===== src/rtl/core/tanl_pkg.sv =====
// ----------------------------------------------------------------------------
// Typed address lookup package
// Shared constants, codes and types of the typed address nearest lookup core.
// ----------------------------------------------------------------------------
package tanl_pkg;

    localparam int TABLE_DEPTH = 64;
    localparam int IDX_W       = (TABLE_DEPTH > 1) ? $clog2(TABLE_DEPTH) : 1;
    localparam int CNT_W       = $clog2(TABLE_DEPTH + 1);

    localparam int ADDR_W = 32;
    localparam int TYPE_W = 3;
    localparam int DIM_W  = 16;
    localparam int HALF_W = 16;
    localparam int STAT_W = 2;

    localparam logic [ADDR_W-1:0] UPPER_SEED = 32'h03FF_FFFF;
    localparam logic [ADDR_W-1:0] LOWER_SEED = 32'h0000_0001;

    localparam logic MODE_INSERT = 1'b0;
    localparam logic MODE_QUERY  = 1'b1;

    localparam logic [STAT_W-1:0] ST_INSERTED = 2'd0;
    localparam logic [STAT_W-1:0] ST_FULL     = 2'd1;
    localparam logic [STAT_W-1:0] ST_HIT      = 2'd2;
    localparam logic [STAT_W-1:0] ST_MISS     = 2'd3;

    typedef enum logic [1:0] {
        K_INSERTED,
        K_FULL,
        K_QUERY
    } t_res_kind;

    typedef struct packed {
        logic [ADDR_W-1:0] addr;
        logic [TYPE_W-1:0] etype;
        logic [DIM_W-1:0]  dim;
        logic              view;
    } t_entry;

    typedef struct packed {
        logic      write_entry;
        logic      scan_start;
        logic      scan_step;
        logic      load_result;
        t_res_kind kind;
    } t_dp_cmd;

    typedef struct packed {
        logic table_full;
        logic scan_done;
        logic out_free;
    } t_dp_sts;

endpackage


===== src/rtl/core/tanl_if.sv =====
// ----------------------------------------------------------------------------
// Typed address lookup channels
// Request and response channels with valid/ready handshake.
// ----------------------------------------------------------------------------
interface tanl_req_if import tanl_pkg::*; ();
    logic              valid;
    logic              ready;
    logic              mode;
    logic [ADDR_W-1:0] key_address;
    logic [TYPE_W-1:0] entry_type;
    logic [DIM_W-1:0]  entry_dim;
    logic              entry_view;

    modport source (output valid, mode, key_address, entry_type, entry_dim, entry_view,
                    input ready);
    modport sink (input valid, mode, key_address, entry_type, entry_dim, entry_view,
                  output ready);
endinterface

interface tanl_rsp_if import tanl_pkg::*; ();
    logic              valid;
    logic              ready;
    logic [STAT_W-1:0] status;
    logic [TYPE_W-1:0] found_type;
    logic [HALF_W-1:0] dim_or_lower;
    logic [HALF_W-1:0] view_or_upper;

    modport source (output valid, status, found_type, dim_or_lower, view_or_upper,
                    input ready);
    modport sink (input valid, status, found_type, dim_or_lower, view_or_upper,
                  output ready);
endinterface


===== src/rtl/core/tanl_ctrl.sv =====
// ----------------------------------------------------------------------------
// Typed address lookup controller
// Sequences inserts, table scans and result hand-off for the datapath.
// ----------------------------------------------------------------------------
module tanl_ctrl import tanl_pkg::*; (
    input  logic    i_clk,
    input  logic    i_rst_n,
    input  logic    i_in_valid,
    input  logic    i_mode,
    input  t_dp_sts i_sts,
    output logic    o_in_ready,
    output t_dp_cmd o_cmd
);

    typedef enum logic [1:0] {
        S_IDLE,
        S_SCAN,
        S_DONE
    } t_state;

    t_state    r_state, n_state;
    t_res_kind r_kind, n_kind;
    logic      w_accept;

    assign o_in_ready = (r_state == S_IDLE);
    assign w_accept   = i_in_valid && o_in_ready;

    always_comb begin
        n_state           = r_state;
        n_kind            = r_kind;
        o_cmd.write_entry = 1'b0;
        o_cmd.scan_start  = 1'b0;
        o_cmd.scan_step   = 1'b0;
        o_cmd.load_result = 1'b0;
        o_cmd.kind        = r_kind;
        case (r_state)
            S_IDLE: begin
                if (w_accept) begin
                    if (i_mode == MODE_INSERT) begin
                        o_cmd.write_entry = !i_sts.table_full;
                        n_kind  = i_sts.table_full ? K_FULL : K_INSERTED;
                        n_state = S_DONE;
                    end else begin
                        o_cmd.scan_start = 1'b1;
                        n_kind  = K_QUERY;
                        n_state = S_SCAN;
                    end
                end
            end
            S_SCAN: begin
                if (i_sts.scan_done) begin
                    n_state = S_DONE;
                end else begin
                    o_cmd.scan_step = 1'b1;
                end
            end
            S_DONE: begin
                if (i_sts.out_free) begin
                    o_cmd.load_result = 1'b1;
                    n_state = S_IDLE;
                end
            end
            default: begin
                n_state = S_IDLE;
            end
        endcase
    end

    always_ff @(posedge i_clk) begin
        if (!i_rst_n) begin
            r_state <= S_IDLE;
            r_kind  <= K_INSERTED;
        end else begin
            r_state <= n_state;
            r_kind  <= n_kind;
        end
    end

endmodule


===== src/rtl/core/tanl_datapath.sv =====
// ----------------------------------------------------------------------------
// Typed address lookup datapath
// Entry memory, fill count, scan pipeline with one comparator pair, and the
// response register.
// ----------------------------------------------------------------------------
module tanl_datapath import tanl_pkg::*; (
    input  logic              i_clk,
    input  logic              i_rst_n,
    input  t_dp_cmd           i_cmd,
    output t_dp_sts           o_sts,
    input  logic [ADDR_W-1:0] i_key_address,
    input  logic [TYPE_W-1:0] i_entry_type,
    input  logic [DIM_W-1:0]  i_entry_dim,
    input  logic              i_entry_view,
    input  logic              i_out_ready,
    output logic              o_out_valid,
    output logic [STAT_W-1:0] o_status,
    output logic [TYPE_W-1:0] o_found_type,
    output logic [HALF_W-1:0] o_dim_or_lower,
    output logic [HALF_W-1:0] o_view_or_upper
);

    t_entry            r_mem [TABLE_DEPTH];
    t_entry            r_rd_data;
    t_entry            r_hit_entry;
    logic              r_rd_vld;
    logic              r_hit;
    logic [CNT_W-1:0]  r_count;
    logic [CNT_W-1:0]  r_idx;
    logic [ADDR_W-1:0] r_key;
    logic [ADDR_W-1:0] r_upper;
    logic [ADDR_W-1:0] r_lower;
    logic              r_out_valid;
    logic [STAT_W-1:0] r_status;
    logic [TYPE_W-1:0] r_found_type;
    logic [HALF_W-1:0] r_dim_or_lower;
    logic [HALF_W-1:0] r_view_or_upper;

    logic              w_more;
    logic              w_eq;
    logic              w_above;
    logic              w_seg_ok;
    logic [STAT_W-1:0] n_status;
    logic [TYPE_W-1:0] n_found_type;
    logic [HALF_W-1:0] n_dim_or_lower;
    logic [HALF_W-1:0] n_view_or_upper;

    assign w_more  = (r_idx < r_count);
    assign w_eq    = (r_rd_data.addr == r_key);
    assign w_above = (r_rd_data.addr > r_key);

    assign o_sts.table_full = (r_count == CNT_W'(TABLE_DEPTH));
    assign o_sts.scan_done  = r_hit || (!r_rd_vld && !w_more);
    assign o_sts.out_free   = !r_out_valid || i_out_ready;

    always_ff @(posedge i_clk) begin
        if (i_cmd.write_entry) begin
            r_mem[r_count[IDX_W-1:0]] <= '{addr: i_key_address, etype: i_entry_type,
                                           dim: i_entry_dim, view: i_entry_view};
        end
        if (i_cmd.scan_step) begin
            r_rd_data <= r_mem[r_idx[IDX_W-1:0]];
        end
    end

    always_ff @(posedge i_clk) begin
        if (!i_rst_n) begin
            r_count  <= '0;
            r_idx    <= '0;
            r_rd_vld <= 1'b0;
            r_hit    <= 1'b0;
        end else begin
            if (i_cmd.write_entry) begin
                r_count <= r_count + CNT_W'(1);
            end
            if (i_cmd.scan_start) begin
                r_idx    <= '0;
                r_rd_vld <= 1'b0;
                r_hit    <= 1'b0;
            end else if (i_cmd.scan_step) begin
                r_rd_vld <= w_more;
                if (w_more) begin
                    r_idx <= r_idx + CNT_W'(1);
                end
                if (r_rd_vld && w_eq) begin
                    r_hit <= 1'b1;
                end
            end
        end
    end

    always_ff @(posedge i_clk) begin
        if (i_cmd.scan_start) begin
            r_key   <= i_key_address;
            r_upper <= UPPER_SEED;
            r_lower <= LOWER_SEED;
        end else if (i_cmd.scan_step && r_rd_vld) begin
            if (w_eq) begin
                r_hit_entry <= r_rd_data;
            end else if (w_above) begin
                if (r_rd_data.addr < r_upper) begin
                    r_upper <= r_rd_data.addr;
                end
            end else begin
                if (r_rd_data.addr > r_lower) begin
                    r_lower <= r_rd_data.addr;
                end
            end
        end
    end

    assign w_seg_ok = (r_upper[ADDR_W-1:HALF_W] == r_key[ADDR_W-1:HALF_W])
                   && (r_lower[ADDR_W-1:HALF_W] == r_key[ADDR_W-1:HALF_W]);

    always_comb begin
        n_status        = ST_INSERTED;
        n_found_type    = '0;
        n_dim_or_lower  = '0;
        n_view_or_upper = '0;
        case (i_cmd.kind)
            K_INSERTED: begin
                n_status = ST_INSERTED;
            end
            K_FULL: begin
                n_status = ST_FULL;
            end
            K_QUERY: begin
                if (r_hit) begin
                    n_status        = ST_HIT;
                    n_found_type    = r_hit_entry.etype;
                    n_dim_or_lower  = r_hit_entry.dim;
                    n_view_or_upper = {{(HALF_W-1){1'b0}}, r_hit_entry.view};
                end else begin
                    n_status = ST_MISS;
                    if (w_seg_ok) begin
                        n_dim_or_lower  = r_lower[HALF_W-1:0];
                        n_view_or_upper = r_upper[HALF_W-1:0];
                    end
                end
            end
            default: begin
                n_status = ST_INSERTED;
            end
        endcase
    end

    always_ff @(posedge i_clk) begin
        if (!i_rst_n) begin
            r_out_valid <= 1'b0;
        end else if (i_cmd.load_result) begin
            r_out_valid <= 1'b1;
        end else if (i_out_ready) begin
            r_out_valid <= 1'b0;
        end
    end

    always_ff @(posedge i_clk) begin
        if (i_cmd.load_result) begin
            r_status        <= n_status;
            r_found_type    <= n_found_type;
            r_dim_or_lower  <= n_dim_or_lower;
            r_view_or_upper <= n_view_or_upper;
        end
    end

    assign o_out_valid     = r_out_valid;
    assign o_status        = r_status;
    assign o_found_type    = r_found_type;
    assign o_dim_or_lower  = r_dim_or_lower;
    assign o_view_or_upper = r_view_or_upper;

endmodule


===== src/rtl/core/typed_address_nearest_lookup_core.sv =====
// ----------------------------------------------------------------------------
// Typed address nearest lookup core
// Table of typed addresses with exact lookup and nearest neighbor report.
//
//   Channel  Dir  Payload
//   i_req    in   mode, key_address, entry_type, entry_dim, entry_view
//   o_rsp    out  status, found_type, dim_or_lower, view_or_upper
//
// An insert loads the response register in the done state, once the output
// register is free. A query first runs the scan, which reads one table entry
// per cycle through one memory read port and a single comparator pair, and
// then loads it in the same way. An exact hit ends the scan early. Reset
// clears the entry count and all control state; table contents stay
// undefined until written. A response waiting in the output register does
// not block the next request transfer; only the load of the following
// response waits for it.
// ----------------------------------------------------------------------------
module typed_address_nearest_lookup_core import tanl_pkg::*; (
    input  logic   i_clk,
    input  logic   i_rst_n,
    tanl_req_if.sink   i_req,
    tanl_rsp_if.source o_rsp
);

    t_dp_cmd w_cmd;
    t_dp_sts w_sts;
    logic    w_in_ready;

    assign i_req.ready = w_in_ready;

    tanl_ctrl u_ctrl (
        .i_clk      (i_clk),
        .i_rst_n    (i_rst_n),
        .i_in_valid (i_req.valid),
        .i_mode     (i_req.mode),
        .i_sts      (w_sts),
        .o_in_ready (w_in_ready),
        .o_cmd      (w_cmd)
    );

    tanl_datapath u_datapath (
        .i_clk           (i_clk),
        .i_rst_n         (i_rst_n),
        .i_cmd           (w_cmd),
        .o_sts           (w_sts),
        .i_key_address   (i_req.key_address),
        .i_entry_type    (i_req.entry_type),
        .i_entry_dim     (i_req.entry_dim),
        .i_entry_view    (i_req.entry_view),
        .i_out_ready     (o_rsp.ready),
        .o_out_valid     (o_rsp.valid),
        .o_status        (o_rsp.status),
        .o_found_type    (o_rsp.found_type),
        .o_dim_or_lower  (o_rsp.dim_or_lower),
        .o_view_or_upper (o_rsp.view_or_upper)
    );

    a_busy_after_transfer: assert property (@(posedge i_clk) disable iff (!i_rst_n)
        (i_req.valid && w_in_ready) |=> !w_in_ready)
        else $error("request accepted while previous one still in work");

    a_no_write_when_full: assert property (@(posedge i_clk) disable iff (!i_rst_n)
        w_cmd.write_entry |-> !w_sts.table_full)
        else $error("entry written into a full table");

    a_no_overwrite: assert property (@(posedge i_clk) disable iff (!i_rst_n)
        w_cmd.load_result |-> w_sts.out_free)
        else $error("pending response overwritten");

    a_valid_from_load: assert property (@(posedge i_clk) disable iff (!i_rst_n)
        $rose(o_rsp.valid) |-> $past(w_cmd.load_result))
        else $error("response valid without a load");

endmodule


===== src/flat_wrapper.sv =====
// flat-port wrapper written by rule: the top's interface ports become plain ports
module typed_address_nearest_lookup_core_flat import tanl_pkg::*;
  (i_clk, i_rst_n, i_req_valid, i_req_mode, i_req_key_address, i_req_entry_type, i_req_entry_dim, i_req_entry_view, i_req_ready, o_rsp_valid, o_rsp_status, o_rsp_found_type, o_rsp_dim_or_lower, o_rsp_view_or_upper, o_rsp_ready);
  tanl_req_if i_req_i ();
  tanl_rsp_if o_rsp_i ();
  input  logic i_clk;
  input  logic i_rst_n;
  input wire logic [$bits(i_req_i.valid)-1:0] i_req_valid;
  input wire logic [$bits(i_req_i.mode)-1:0] i_req_mode;
  input wire logic [$bits(i_req_i.key_address)-1:0] i_req_key_address;
  input wire logic [$bits(i_req_i.entry_type)-1:0] i_req_entry_type;
  input wire logic [$bits(i_req_i.entry_dim)-1:0] i_req_entry_dim;
  input wire logic [$bits(i_req_i.entry_view)-1:0] i_req_entry_view;
  output wire logic [$bits(i_req_i.ready)-1:0] i_req_ready;
  output wire logic [$bits(o_rsp_i.valid)-1:0] o_rsp_valid;
  output wire logic [$bits(o_rsp_i.status)-1:0] o_rsp_status;
  output wire logic [$bits(o_rsp_i.found_type)-1:0] o_rsp_found_type;
  output wire logic [$bits(o_rsp_i.dim_or_lower)-1:0] o_rsp_dim_or_lower;
  output wire logic [$bits(o_rsp_i.view_or_upper)-1:0] o_rsp_view_or_upper;
  input wire logic [$bits(o_rsp_i.ready)-1:0] o_rsp_ready;
  assign i_req_i.valid = i_req_valid;
  assign i_req_i.mode = i_req_mode;
  assign i_req_i.key_address = i_req_key_address;
  assign i_req_i.entry_type = i_req_entry_type;
  assign i_req_i.entry_dim = i_req_entry_dim;
  assign i_req_i.entry_view = i_req_entry_view;
  assign i_req_ready = i_req_i.ready;
  assign o_rsp_valid = o_rsp_i.valid;
  assign o_rsp_status = o_rsp_i.status;
  assign o_rsp_found_type = o_rsp_i.found_type;
  assign o_rsp_dim_or_lower = o_rsp_i.dim_or_lower;
  assign o_rsp_view_or_upper = o_rsp_i.view_or_upper;
  assign o_rsp_i.ready = o_rsp_ready;
  typed_address_nearest_lookup_core u_core (.i_clk(i_clk), .i_rst_n(i_rst_n), .i_req(i_req_i), .o_rsp(o_rsp_i));
endmodule

===== config.mk =====
export PLATFORM = sky130hd
export DESIGN_NAME = typed_address_nearest_lookup_core_flat
export DESIGN_NICKNAME = d
export VERILOG_FILES = /design/src/rtl/core/tanl_pkg.sv /design/src/rtl/core/tanl_if.sv /design/src/rtl/core/tanl_ctrl.sv /design/src/rtl/core/tanl_datapath.sv /design/src/rtl/core/typed_address_nearest_lookup_core.sv /design/src/flat_wrapper.sv
export SDC_FILE = /design/constraint.sdc
export NUM_CORES = 2
export LEC_CHECK = 0
export BUFFER_PORTS_ARGS = -buffer_cell sky130_fd_sc_hd__buf_2
export CAP_MARGIN = 30
export CORE_ASPECT_RATIO = 1.4
export CORE_MARGIN = 4
export CORE_UTILIZATION = 55
export CTS_BUF_LIST = sky130_fd_sc_hd__clkbuf_8
export DETAILED_ROUTE_END_ITERATION = 10
export PLACE_DENSITY = 0.71
export SKIP_CTS_REPAIR_TIMING = 1
export SYNTH_ARGS = -nofsm -noshare
export SYNTH_HDL_FRONTEND = slang
export SYNTH_SLANG_ARGS = --single-unit

===== constraint.sdc =====
create_clock -name i_clk -period 13.68 [get_ports i_clk]
set_input_delay 1.368 -clock i_clk [delete_from_list [all_inputs] [get_ports i_clk]]
set_output_delay 1.368 -clock i_clk [all_outputs]
set_load 0.05 [all_outputs]

==> run_results.csv <==
group,metric,value,unit
status,run_status,"finished, final reports clean",
worst_setup_path,crit_chain,"or3_1 > nor3_1 > or3_1 > nor2_1 > nand2_1 > nor2_4 > buf_4 > buf_4",
worst_setup_path,critPathKind,"flip-flop to flip-flop",
synth,yosysUniqueCellTypes,48,
synth,synth_top_area_share,0.7633,
timing,period_needed,5.046,ns
synth,synth_edf_count,3469,
synth,synth_common_cells,"3469 x edfxtp_1, 1092 x mux4_2, 186 x clkbuf_1",
timing,setup_slack,8.634,ns
route,vias,66275,
worst_setup_path,crit_path_top_delay_cell,"nor2_4",
die,die_area,256300,um2
die,rows,216,
worst_setup_path,crit_path_start_kind,"flip-flop",
clock_tree,clockBufferDepth,4,
pwr,pwr_density_cell,132.7,nW/um2
route,drt-pass1-iter-count,8,
pwr,leakage,0.04682,uW
clock_tree,clk_pin_slew,0.07,ns
timing,rsz0062_at_grt,"false",
grt,grt_max_degree,152,
timing,period_share,0.3688,
final_layout,syn2layout_area_growth,11.93,%
synth,seq_area_frac_synth,0.7758,
die,io_pins,96,
timing,clock.fmax,198.2,MHz
final_layout,nets,6440,
synth,synth_top_area_cell,"edfxtp_1",
grt,grtUsageTotal,0.2823,
clock_tree,clock_latency,1.05,ns
synth,synth_ff_type,"edfxtp_1",
final_layout,fillers,16415,
timing,hold_viol_final,0,
route,drc_errors,0,
route,drtIter0Drc,10192,
route,routed_wl,360500,um
timing,slew_headroom,0.07685,
synth,synth_warnings,0,
clock_tree,htreeDepth,6,
synth,ys_ff_latch,3554,
timing,timing.hold.ws,0.4381,ns
clock_tree,cts.sinks,3554,
hold_path,hp-class,"flip-flop to flip-flop",
die,start_util,0.5525,
clock_tree,numCtsBuffers,524,
job,maxCapViolations,0,
synth,synth_nets,5874,
grt,grt_pass1_vias,67234,
route,wl_per_cell,36.28,um
placement,dp_hpwl,195400,um
grt,antenna_found_initial,23,
route,vias_per_cell,6.671,
die,die_y,597.4,um
synth,syn_area,136500,um2
die,fp.dieW,429.0,um
worst_setup_path,critPathMaxStageDelay,0.83,ns
grt,grt_pass1_wl,507600,um
timing,report.final.slew_viol_count,0,
clock_tree,cts-root-buf,"clkbuf_8",
synth,synth_cells,5710,
clock_tree,tritoncts,"yes",
worst_setup_path,worstPathMaxFanout,22,
placement,post-place-ws,8.225,ns
timing,setup_violations,0,
timing,finalSetupTns,0,ns
worst_setup_path,endpoint_kind,"flip-flop",
placement,port_buffers,95,
worst_setup_path,critPathArrivalTime,5.68,ns
timing,clock_skew,0.07386,ns
grt,grt.overflow.total,0,
synth,yosysMostFrequentCell,"edfxtp_1",
worst_setup_path,cp.required,14.31,ns
synth,synth_area_leaders,"edfxtp_1 76%, mux4_2 18%, dfxtp_1 1.2%, ha_1 0.98%, clkbuf_1 0.51%",
timing,tightestPinTransition,1.385,ns
placement,gp_congestion,0.8677,
die,core,247000,um2
synth,postSynth.asyncResetShare,0,
pwr,vdd_drop_max,0.09807,mV
route,ant_nets,0,
final_layout,drive_above_1_share,0.3214,
synth,syn_avg_cell_area,23.90,um2
path summary, 6_finish.rpt:
path                                            end  depth (start not counted)                             from  slack (ns)
setup reg to reg    u_core.u_datapath.r_mem[56][49]                          8     u_core.u_datapath.r_count[3]        8.63
hold reg to reg   u_core.u_datapath.r_hit_entry[18]                          0  u_core.u_datapath.r_rd_data[18]        0.44
hold / removal    u_core.u_datapath.r_hit_entry[18]                          0  u_core.u_datapath.r_rd_data[18]        0.44
setup / recovery    u_core.u_datapath.r_mem[56][49]                          8     u_core.u_datapath.r_count[3]        8.63
flip-flops by register name (all words and copies together) (netlist names):
| signal | count |
|---|---|
| u_core.u_datapath.o_out_valid | 1 |
| u_core.u_datapath.r_idx | 7 |
| u_core.u_datapath.r_hit_entry | 20 |
| u_core.u_datapath.r_count | 7 |
| u_core.u_datapath.o_dim_or_lower | 16 |
| u_core.u_datapath.o_found_type | 3 |
| u_core.u_datapath.r_upper | 32 |
| u_core.u_datapath.r_rd_vld | 1 |
| u_core.u_datapath.r_hit | 1 |
| u_core.u_datapath.o_status | 2 |
| u_core.u_ctrl.r_kind | 2 |
| u_core.u_ctrl.r_state | 2 |
| u_core.u_datapath.r_mem | 3328 |
| u_core.u_datapath.r_rd_data | 52 |
| u_core.u_datapath.r_key | 32 |
| u_core.u_datapath.o_view_or_upper | 16 |
| u_core.u_datapath.r_lower | 32 |
layer usage:
| metal | GRT usage | share of wire | up-vias |
|---|---|---|---|
| met2 | 0.4602 | 0.50 | 4441 |
| li1 | - | - | 25748 |
| met4 | 0.1076 | 0.043 | 8 |
| met3 | 0.05870 | 0.11 | 814 |
| met1 | 0.3819 | 0.35 | 35264 |
| met5 | 0 | 0.00014 | - |
critical path, delay by kind of cell, from the launching register on:
| kind | cells | cell delay [ns] |
|---|---|---|
| and+or+nand+nor | 6 | 2.89 |
| buffers and inverters | 2 | 1.26 |
| DFF | 1 | 0.44 |
power by group:
part / internal [uW] / switching, uW / total, uW
Combinational: 132 / 299 / 431
Sequential: 12000 / 15.0 / 12000
Clock: 3890 / 3960 / 7850
Total: 16000 / 4270 / 20300
metrics by stage:
stage	util	std cells	power [uW]	instance area, um2
6_report	0.6184	9935	20260	152800
5_1_grt	0.6183	9931	20930	152700
4_1_cts	0.6152	9891	20360	152000
3_5_place_dp	0.5773	8983	12630	142600
3_3_place_gp	0.5736	8941	12600	141700
2_1_floorplan	-	5710	12390	136500
logic make-up after synthesis:
family / synth area share
XOR/XNOR: 0.0004492
flip-flops: 0.7758
AND/OR/NAND/NOR: 0.01196
adder cells (fa/ha/maj): 0.009810
AO/OA/AOI/OAI: 0.01011
multiplexers: 0.1803
buffers and inverters: 0.01162
cells in the final DEF (no fill, tap or decap), types with 5 or more instances in the layout:
cell type and instances:
bufinv_16 10, dfxtp_4 6, and4_1 5, mux4_2 1092, nand4_1 21, inv_1 271
a21o_1 14, clkbuf_8 543, a211oi_1 5, nor2_1 20, nor2b_1 5, edfxtp_1 3469
buf_12 69, and2_1 24, clkinv_2 53, o211ai_1 28, clkinv_1 100, buf_16 16
nand2b_1 6, buf_4 142, a21oi_1 73, a22o_1 17, inv_8 5, diode_2 7
o22ai_1 6, clkinvlp_4 18, o21ai_0 54, inv_6 14, or3_1 8, xnor2_1 5
nor2_4 65, dfxtp_1 79, nand2_1 40, nor3_1 35, nand3_1 89, o31ai_1 6
ha_1 107, buf_2 95
final cells by class:
| cell class | instances | area, um2 | area share |
|---|---|---|---|
| sequential | 3554 | 105900 | 0.6933 |
| multi-input combinational | 1762 | 29560 | 0.1935 |
| clock buffer | 543 | 7473 | 0.04893 |
| tap | 3270 | 4091 | 0.02679 |
| timing repair buffer | 325 | 3405 | 0.02229 |
| clock inverter | 365 | 1899 | 0.01243 |
| inverter | 109 | 409.1 | 0.002679 |
| antenna | 7 | 17.52 | 0.0001147 |
Note: power is estimated with default switching activity, not from simulation.
